[config.mk]
export PLATFORM = sky130hd
export DESIGN_NAME = integer_matrix_multiply
export DESIGN_NICKNAME = d
export VERILOG_FILES = /design/src/rtl/imm_pkg.sv /design/src/rtl/imm_ctrl.sv /design/src/rtl/imm_dp.sv /design/src/rtl/integer_matrix_multiply.sv
export VERILOG_INCLUDE_DIRS = /design/src /design/src/rtl
export SDC_FILE = /design/constraint.sdc
export NUM_CORES = 2
export LEC_CHECK = 0
export BUFFER_PORTS_ARGS = -buffer_cell sky130_fd_sc_hd__buf_2
export CAP_MARGIN = 5
export CORE_UTILIZATION = 55
export CTS_CLUSTER_SIZE = 24
export DETAILED_ROUTE_END_ITERATION = 12
export GPL_TIMING_DRIVEN = 1
export PLACE_DENSITY = 0.75
export SYNTH_ARGS = -nofsm -noshare
export SYNTH_HDL_FRONTEND = slang
export SYNTH_HIERARCHICAL = 1
export SYNTH_SLANG_ARGS = --single-unit
[constraint.sdc]
create_clock -name i_clk -period 14.26 [get_ports i_clk]
set_input_delay 2.852 -clock i_clk [delete_from_list [all_inputs] [get_ports i_clk]]
set_output_delay 2.852 -clock i_clk [all_outputs]
set_load 0.02 [all_outputs]
[src/rtl/assert_macros.svh]
// ----------------------------------------------------------------------------
// assertion macros
// shared concurrent assertion forms, clocked on i_clk, off during reset
// ----------------------------------------------------------------------------
`ifndef ASSERT_MACROS_SVH
`define ASSERT_MACROS_SVH

// same-cycle implication
`define ASSERT_SAME(label, ante, cons) \
    label: assert property (@(posedge i_clk) disable iff (!i_rst_n) \
        (ante) |-> (cons)) else $error("assertion failed");

// next-cycle implication
`define ASSERT_NEXT(label, ante, cons) \
    label: assert property (@(posedge i_clk) disable iff (!i_rst_n) \
        (ante) |=> (cons)) else $error("assertion failed");

`endif

[src/rtl/imm_pkg.sv]
// ----------------------------------------------------------------------------
// imm_pkg
// types, sizes and codes shared by the matrix multiply block
// ----------------------------------------------------------------------------
package imm_pkg;

    localparam int DIM    = 8;
    localparam int IDX_W  = $clog2(DIM);
    localparam int CNT_W  = $clog2(DIM + 1);
    localparam int ADDR_W = $clog2(DIM * DIM);
    localparam int DEPTH  = DIM * DIM;

    localparam int ELEM_W = 16;
    localparam int PROD_W = 2 * ELEM_W;
    localparam int SUM_W  = 36;
    localparam int DIM_W  = 4;

    localparam int PADDR_W = 4;
    localparam int PDATA_W = 32;

    // operation codes
    localparam logic [1:0] OP_WR_A = 2'd0;
    localparam logic [1:0] OP_WR_B = 2'd1;
    localparam logic [1:0] OP_MUL  = 2'd2;

    // register indexes
    localparam logic [1:0] REG_ROWS_A = 2'd0;
    localparam logic [1:0] REG_INNER  = 2'd1;
    localparam logic [1:0] REG_COLS_B = 2'd2;

    typedef struct packed {
        logic [1:0]               operation;
        logic [2:0]               row_index;
        logic [2:0]               col_index;
        logic signed [ELEM_W-1:0] element_value;
    } t_item;

    typedef struct packed {
        logic [2:0]              out_row;
        logic [2:0]              out_col;
        logic signed [SUM_W-1:0] product_sum;
        logic                    last_result;
    } t_result;

    // clamped dimensions
    typedef struct packed {
        logic [CNT_W-1:0] nr;
        logic [CNT_W-1:0] nk;
        logic [CNT_W-1:0] nc;
    } t_dims;

    // controller to datapath
    typedef struct packed {
        logic             wr_a;
        logic             wr_b;
        logic             issue;
        logic             first;
        logic             last;
        logic             zero;
        logic             fin;
        logic [IDX_W-1:0] i;
        logic [IDX_W-1:0] j;
        logic [IDX_W-1:0] k;
    } t_dp_cmd;

endpackage

[src/rtl/imm_ctrl.sv]
// ----------------------------------------------------------------------------
// imm_ctrl
// sequencer: store writes, and the row / column / inner index walk
// ----------------------------------------------------------------------------
module imm_ctrl (
    input  logic              i_clk,
    input  logic              i_rst_n,
    input  logic              i_start,
    input  imm_pkg::t_item    i_item,
    input  imm_pkg::t_dims    i_dims,
    output logic              o_busy,
    output imm_pkg::t_dp_cmd  o_cmd
);

    localparam logic S_IDLE = 1'b0;
    localparam logic S_RUN  = 1'b1;

    logic                      r_state, n_state;
    logic [imm_pkg::IDX_W-1:0] r_i, n_i, r_j, n_j, r_k, n_k;
    logic                      accept, in_range, k_last, j_last, i_last;

    assign o_busy   = (r_state == S_RUN);
    assign accept   = i_start && (r_state == S_IDLE);
    assign in_range = (int'(i_item.row_index) < imm_pkg::DIM) &&
                      (int'(i_item.col_index) < imm_pkg::DIM);

    assign k_last = (i_dims.nk == '0) ||
                    (imm_pkg::CNT_W'(r_k) + 1'b1 == i_dims.nk);
    assign j_last = (imm_pkg::CNT_W'(r_j) + 1'b1 == i_dims.nc);
    assign i_last = (imm_pkg::CNT_W'(r_i) + 1'b1 == i_dims.nr);

    always_comb begin
        o_cmd       = '0;
        o_cmd.wr_a  = accept && in_range && (i_item.operation == imm_pkg::OP_WR_A);
        o_cmd.wr_b  = accept && in_range && (i_item.operation == imm_pkg::OP_WR_B);
        o_cmd.issue = (r_state == S_RUN);
        o_cmd.first = (r_k == '0);
        o_cmd.last  = k_last;
        o_cmd.zero  = (i_dims.nk == '0);
        o_cmd.fin   = k_last && j_last && i_last;
        o_cmd.i     = r_i;
        o_cmd.j     = r_j;
        o_cmd.k     = r_k;
    end

    always_comb begin
        n_state = r_state;
        n_i     = r_i;
        n_j     = r_j;
        n_k     = r_k;
        case (r_state)
            S_IDLE: begin
                if (accept && (i_item.operation == imm_pkg::OP_MUL) &&
                    (i_dims.nr != '0) && (i_dims.nc != '0)) begin
                    n_state = S_RUN;
                    n_i     = '0;
                    n_j     = '0;
                    n_k     = '0;
                end
            end
            S_RUN: begin
                if (k_last) begin
                    n_k = '0;
                    if (j_last) begin
                        n_j = '0;
                        if (i_last) begin
                            n_state = S_IDLE;
                        end else begin
                            n_i = r_i + 1'b1;
                        end
                    end else begin
                        n_j = r_j + 1'b1;
                    end
                end else begin
                    n_k = r_k + 1'b1;
                end
            end
            default: n_state = S_IDLE;
        endcase
    end

    always_ff @(posedge i_clk) begin
        if (!i_rst_n) begin
            r_state <= S_IDLE;
            r_i     <= '0;
            r_j     <= '0;
            r_k     <= '0;
        end else begin
            r_state <= n_state;
            r_i     <= n_i;
            r_j     <= n_j;
            r_k     <= n_k;
        end
    end

endmodule

[src/rtl/imm_dp.sv]
// ----------------------------------------------------------------------------
// imm_dp
// element stores, read stage, multiplier stage and accumulator stage
// ----------------------------------------------------------------------------
module imm_dp (
    input  logic              i_clk,
    input  logic              i_rst_n,
    input  imm_pkg::t_item    i_item,
    input  imm_pkg::t_dp_cmd  i_cmd,
    output logic              o_result_valid,
    output imm_pkg::t_result  o_result
);

    logic signed [imm_pkg::ELEM_W-1:0] mem_a [imm_pkg::DEPTH];
    logic signed [imm_pkg::ELEM_W-1:0] mem_b [imm_pkg::DEPTH];

    logic [imm_pkg::ADDR_W-1:0] wr_addr, rd_addr_a, rd_addr_b;

    // read stage
    logic                              r_v1, r_first1, r_last1, r_zero1, r_fin1;
    logic [imm_pkg::IDX_W-1:0]         r_row1, r_col1;
    logic signed [imm_pkg::ELEM_W-1:0] r_a1, r_b1;
    logic signed [imm_pkg::PROD_W-1:0] prod1;
    // multiply stage
    logic                              r_v2, r_first2, r_last2, r_fin2;
    logic [imm_pkg::IDX_W-1:0]         r_row2, r_col2;
    logic signed [imm_pkg::PROD_W-1:0] r_prod2;
    // accumulate stage
    logic                              r_out_valid, r_fin3;
    logic [imm_pkg::IDX_W-1:0]         r_row3, r_col3;
    logic signed [imm_pkg::SUM_W-1:0]  r_acc, prod_ext;

    assign wr_addr   = imm_pkg::ADDR_W'(int'(i_item.row_index) * imm_pkg::DIM +
                                        int'(i_item.col_index));
    assign rd_addr_a = imm_pkg::ADDR_W'(int'(i_cmd.i) * imm_pkg::DIM + int'(i_cmd.k));
    assign rd_addr_b = imm_pkg::ADDR_W'(int'(i_cmd.k) * imm_pkg::DIM + int'(i_cmd.j));

    always_ff @(posedge i_clk) begin
        if (i_cmd.wr_a) begin
            mem_a[wr_addr] <= i_item.element_value;
        end
        if (i_cmd.issue) begin
            r_a1 <= mem_a[rd_addr_a];
        end
    end

    always_ff @(posedge i_clk) begin
        if (i_cmd.wr_b) begin
            mem_b[wr_addr] <= i_item.element_value;
        end
        if (i_cmd.issue) begin
            r_b1 <= mem_b[rd_addr_b];
        end
    end

    // signed 16 x 16 product, kept signed on its own
    assign prod1    = r_a1 * r_b1;
    assign prod_ext = imm_pkg::SUM_W'(r_prod2);

    // payload pipeline
    always_ff @(posedge i_clk) begin
        r_first1 <= i_cmd.first;
        r_last1  <= i_cmd.last;
        r_zero1  <= i_cmd.zero;
        r_fin1   <= i_cmd.fin;
        r_row1   <= i_cmd.i;
        r_col1   <= i_cmd.j;

        r_first2 <= r_first1;
        r_last2  <= r_last1;
        r_fin2   <= r_fin1;
        r_row2   <= r_row1;
        r_col2   <= r_col1;
        r_prod2  <= r_zero1 ? '0 : prod1;

        if (r_v2) begin
            r_acc  <= r_first2 ? prod_ext : r_acc + prod_ext;
            r_fin3 <= r_fin2;
            r_row3 <= r_row2;
            r_col3 <= r_col2;
        end
    end

    // valid chain
    always_ff @(posedge i_clk) begin
        if (!i_rst_n) begin
            r_v1        <= 1'b0;
            r_v2        <= 1'b0;
            r_out_valid <= 1'b0;
        end else begin
            r_v1        <= i_cmd.issue;
            r_v2        <= r_v1;
            r_out_valid <= r_v2 && r_last2;
        end
    end

    assign o_result_valid       = r_out_valid;
    assign o_result.out_row     = 3'(r_row3);
    assign o_result.out_col     = 3'(r_col3);
    assign o_result.product_sum = r_acc;
    assign o_result.last_result = r_fin3;

endmodule

[src/rtl/integer_matrix_multiply.sv]
// ----------------------------------------------------------------------------
// integer_matrix_multiply
// loads two signed matrices into on-chip stores and streams their product
// ----------------------------------------------------------------------------
//
// channel   direction  handshake                     word
// -------   ---------  ----------------------------  -----------------------
// command   in         start high, busy low          i_item (t_item)
// result    out        o_result_valid, one cycle     o_result (t_result)
// config    in         psel & penable & pwrite       pwdata, paddr[3:2]
//
// a store write leaves busy low, so writes go back to back
// a multiply holds busy through its rows * cols * max(inner, 1) inner steps, one
// step per cycle through the single read port of each store and one multiplier
// each product element leaves through the read, multiply and accumulate registers after its last inner step
// reset is synchronous and clears the dimension registers to eight and the
// control state; the stores keep no reset and must be written before use
// results cannot be stalled: each stands on the ports for one cycle only
//
`include "assert_macros.svh"

module integer_matrix_multiply (
    input  logic                          i_clk,
    input  logic                          i_rst_n,
    // command channel
    input  logic                          start,
    output logic                          busy,
    input  imm_pkg::t_item                i_item,
    // result channel
    output logic                          o_result_valid,
    output imm_pkg::t_result              o_result,
    // configuration port
    input  logic                          psel,
    input  logic                          penable,
    input  logic                          pwrite,
    input  logic [imm_pkg::PADDR_W-1:0]   paddr,
    input  logic [imm_pkg::PDATA_W-1:0]   pwdata,
    output logic [imm_pkg::PDATA_W-1:0]   prdata,
    output logic                          pready
);

    // dimension registers, raw as written
    logic [imm_pkg::DIM_W-1:0] r_rows_a, r_inner, r_cols_b;
    logic                      cfg_wr;
    logic [1:0]                reg_idx;
    imm_pkg::t_dims            dims;
    imm_pkg::t_dp_cmd          cmd;

    assign pready  = 1'b1;
    assign cfg_wr  = psel && penable && pwrite;
    assign reg_idx = paddr[3:2];

    always_ff @(posedge i_clk) begin
        if (!i_rst_n) begin
            r_rows_a <= imm_pkg::DIM_W'(8);
            r_inner  <= imm_pkg::DIM_W'(8);
            r_cols_b <= imm_pkg::DIM_W'(8);
        end else if (cfg_wr) begin
            case (reg_idx)
                imm_pkg::REG_ROWS_A: r_rows_a <= pwdata[imm_pkg::DIM_W-1:0];
                imm_pkg::REG_INNER:  r_inner  <= pwdata[imm_pkg::DIM_W-1:0];
                imm_pkg::REG_COLS_B: r_cols_b <= pwdata[imm_pkg::DIM_W-1:0];
                default: ;
            endcase
        end
    end

    always_comb begin
        case (reg_idx)
            imm_pkg::REG_ROWS_A: prdata = imm_pkg::PDATA_W'(r_rows_a);
            imm_pkg::REG_INNER:  prdata = imm_pkg::PDATA_W'(r_inner);
            imm_pkg::REG_COLS_B: prdata = imm_pkg::PDATA_W'(r_cols_b);
            default:             prdata = '0;
        endcase
    end

    // a register above the store size counts as the full size
    always_comb begin
        dims.nr = (int'(r_rows_a) > imm_pkg::DIM) ? imm_pkg::CNT_W'(imm_pkg::DIM)
                                                  : imm_pkg::CNT_W'(r_rows_a);
        dims.nk = (int'(r_inner) > imm_pkg::DIM)  ? imm_pkg::CNT_W'(imm_pkg::DIM)
                                                  : imm_pkg::CNT_W'(r_inner);
        dims.nc = (int'(r_cols_b) > imm_pkg::DIM) ? imm_pkg::CNT_W'(imm_pkg::DIM)
                                                  : imm_pkg::CNT_W'(r_cols_b);
    end

    // index walk and store write enables
    imm_ctrl u_ctrl (
        .i_clk   (i_clk),
        .i_rst_n (i_rst_n),
        .i_start (start),
        .i_item  (i_item),
        .i_dims  (dims),
        .o_busy  (busy),
        .o_cmd   (cmd)
    );

    // stores, multiplier and accumulator
    imm_dp u_dp (
        .i_clk          (i_clk),
        .i_rst_n        (i_rst_n),
        .i_item         (i_item),
        .i_cmd          (cmd),
        .o_result_valid (o_result_valid),
        .o_result       (o_result)
    );

    // a result follows an inner step issued under busy, via the read, multiply and accumulate registers
    `ASSERT_SAME(a_result_after_run, o_result_valid, $past(busy, 3))

    // the final element of a run is never followed at once by another
    `ASSERT_NEXT(a_last_gap, o_result_valid && o_result.last_result, !o_result_valid)

    // a multiply with a non-empty product starts a run
    `ASSERT_NEXT(a_mul_starts,
        start && !busy && (i_item.operation == imm_pkg::OP_MUL) &&
        (dims.nr != '0) && (dims.nc != '0), busy)

endmodule
==> metrics.txt <==
status completed; post-cts gate resize count 0; critical path class input port to primary output; clock power share 0.341; Worst Min Path Start u_dp/r_last1$_DFF_P_; Die Y roughly 420 µm; dpl cell area 98,800 µm²; Final Slew Violations 0; RR Endpoint u_dp/r_prod2[29]$_SDFF_PP0_; Worst IR Drop VDD approximately 0.16 mV; area grow syn2layout 11.1%; hold endpoint u_dp/r_last2$_DFF_P_; P_leak about 35 nW; Vias/cell between 6 and 7; register share of total power 0.450; Mapped Area 95,100 µm²; vias in the first global route between 40,000 and 50,000; CTS tree yes; combinational share of power 0.209; die width about 420 µm; Crit path required time approximately 11 ns; initial DRC count ~6,200; grt total ovfl 0; Largest stage delay, worst path 0.79 ns; crit path capture type primary output; Net Sw Frac 0.272; fraction of layout cells with a size suffix above 1 0.244; Tcrit/Tclk final 0.498; pwr dens 152 nW/µm²; Post-Route WL 223,000 µm; share of Yosys cell area claimed by the top area cell type 0.670; CTS Sinks around 2,200; cts hold-fix bufs 0; leading area contributor after synthesis edfxtp_1; core area 172,000 µm²; total CTS buffers between 200 and 250; Final Critical Period about 7.1 ns; H-tree Lvls 4; total internal power 11.7 mW; mean area per synthesized cell just under 20 µm²; RSZ-0062 raised after global routing false; Critical Path Source Type input port; drc violations 0; DR WL/cell about 29 µm; TNS Setup 0 ns; post-route ant nets 0; Fill cells 11,400; Post-CTS Setup Bufs 0; Seq/Total Area, Yosys 0.686; top area cells in the synthesized netlist edfxtp_1 67%, mux4_2 16%, fa_1 5.5%; die area 175,000 µm²; Worst Path Max Fanout 7; via count approximately 47,000; final non-filler cell area 106,000 µm²; Max Fclk ~140 MHz; final setup vio count 0; Hold WC Path Type flip-flop to flip-flop; Post-Synthesis Cells 4,822; Max Cap Violations 0; gp weighted congestion around 0.86; RR Startpoint u_dp/r_b1[7]$_DFFE_PP_; Clock Latency Late Sink about 0.87 ns; number of synthesized flops with an enable pin 2,123; port bufs 84; family with the most delay on the worst path compound AO/OA/AOI/OAI gates; first-pass GRT wire length approximately 330,000 µm; final core utilization 0.615; post-detail-place hpwl around 130,000 µm; io pins roughly 140; Final Hold Vio Count 0; Top FF cell, synth edfxtp_1; Slew @ Worst Pin roughly 1.3 ns; Worst Reg-to-Reg Cells 21; Synth cell types 83; crit path buf inv count 2; reg2reg setup slack between 7 and 8 ns; most used cell along the critical path buf_2; Rel. slew slack 0.141; Clock Tree Buf Depth 3; Starting Density 0.554; fraction of registers with async set/reset 0; row count ~150; TritonRoute pass-1 iters 6; CTS root buf clkbuf_16; CP max stage cell o21ai_0; hold depth 0; CP Cell Sequence buf_2, mux2i_1, o21ai_0, buf_2; Psw about 4.4 mW; All-Layer GR Usage 0.260; Clock Pin Slew Worst Setup and Hold Paths around 0.060 ns; initial antenna violation count 16; Setup Skew about 0.046 ns; layout net count 5,520; Synth warnings 6; FF+latch count, synth approximately 2,200; largest net degree at the start of global routing roughly 140; CP Data Arrival Time roughly 4.2 ns
## layer usage
layer / global-route usage / vias up / wire (µm)
met5: 0 / - / 34
met1: 0.356 / 25000 / 82300
met3: 0.0500 / 376 / 22600
li1: - / 19400 / -
met2: 0.427 / 2615 / 110000
met4: 0.0846 / 4 / 7530
## flip-flops by register name, indices dropped and copies added (netlist names), 4 cells and up
signal        cells
u_dp/mem_a     1024
u_dp/mem_b     1024
u_dp/r_acc       36
u_dp/r_prod2     32
u_dp/r_a1        16
u_dp/r_b1        16
r_cols_b          4
r_inner           4
r_rows_a          4
## layout make-up
cell class	instances	area [µm²]	area share
Antenna cell	10	25.0	0.000237
Timing Repair Buffer	263	1840	0.0174
Inverter	335	1260	0.0119
Clock buffer	248	5330	0.0504
Clock inverter	131	1460	0.0138
Sequential cell	2199	65300	0.618
Multi-Input combinational cell	2067	27600	0.261
Tap cell	2310	2890	0.0274
## metrics by stage
step	hold slack (ns)	cells	setup slack (ns)	power, mW
2_1_floorplan	0.310	4849	7.85	9.98
3_3_place_gp	0.310	7174	7.26	10.6
3_5_place_dp	0.312	7174	7.26	10.7
4_1_cts	0.327	7553	7.26	16.2
5_1_grt	0.332	7558	7.27	16.9
6_report	0.327	7563	7.17	16.1
## cells in the mapped netlist, types with 4 or more instances
cell type and number:
and3_1 6, nor2b_1 28, inv_1 335, xor2_1 33, o21ai_0 55, o21bai_1 4, mux2i_1 20, o21a_1 9
xnor2_1 30, or3_1 8, nand2b_1 12, nand4_1 12, buf_1 26, a311oi_1 6, fa_1 263, edfxtp_1 2123
o31ai_1 16, nor2_1 203, nand2_1 206, clkbuf_1 136, buf_2 43, a21oi_2 4, a21o_1 25, o211ai_1 5
and2_1 125, nand3_1 21, ha_1 121, o31a_1 5, buf_4 41, mux4_2 672, nor3_1 13, a21boi_0 7
a211oi_1 7, or2_2 6, dfxtp_1 76, a21oi_1 51
## power by group through the flow
| stage | sequential [mW] | combinational [mW] | clock, mW |
|---|---|---|---|
| 6_report | 7.25 | 3.36 | 5.49 |
| 5_1_grt | 7.26 | 3.80 | 5.79 |
| 4_1_cts | 7.25 | 3.38 | 5.56 |
| 3_5_place_dp | 7.39 | 3.36 | 0 |
| 3_3_place_gp | 7.39 | 3.26 | 0 |
| 2_1_floorplan | 7.36 | 2.62 | 0 |
## worst max path at each step
stage / to / cells past startpoint / slack [ns] / start
after floorplan: prdata[3] / 3 / 7.85 / paddr[2]
after global placement: prdata[3] / 4 / 7.26 / paddr[2]
after detailed placement: prdata[3] / 4 / 7.26 / paddr[2]
after CTS: prdata[3] / 4 / 7.26 / paddr[2]
after global routing: u_dp/r_prod2[27]$_SDFF_PP0_ / 19 / 7.27 / u_dp/r_a1[11]$_DFFE_PP_
final: prdata[3] / 4 / 7.17 / paddr[2]
## layout by cell type (no fill, tap or decap), types with 25 or more instances in the layout
cell type,n
o21ai_0,55
xor2_1,33
and2_1,125
xnor2_1,30
ha_1,121
nand2_1,206
inv_1,335
edfxtp_1,2123
a21oi_1,51
fa_1,263
clkbuf_16,204
buf_2,68
clkinv_1,40
mux4_2,672
clkinv_2,35
buf_4,192
nor2_1,203
clkbuf_1,38
nor2b_1,28
dfxtp_1,66
a21o_1,25
conb_1,29
## logic make-up (layout without fill, tap and decap cells)
family / after synthesis / count (layout) / share of synthesized area
muxes: 694 / 694 / 0.161
adders and majority gates: 384 / 384 / 0.0713
and+or+nand+nor: 670 / 670 / 0.0339
DFF: 2199 / 2199 / 0.686
xor gates and xnor gates: 64 / 64 / 0.00597
AOI/OAI and AO/OA: 226 / 226 / 0.0159
buffers and inverters: 583 / 977 / 0.0253
other: 2 / 39 / 0.0000790
No activity file was read; power rests on OpenSTA's default activity.
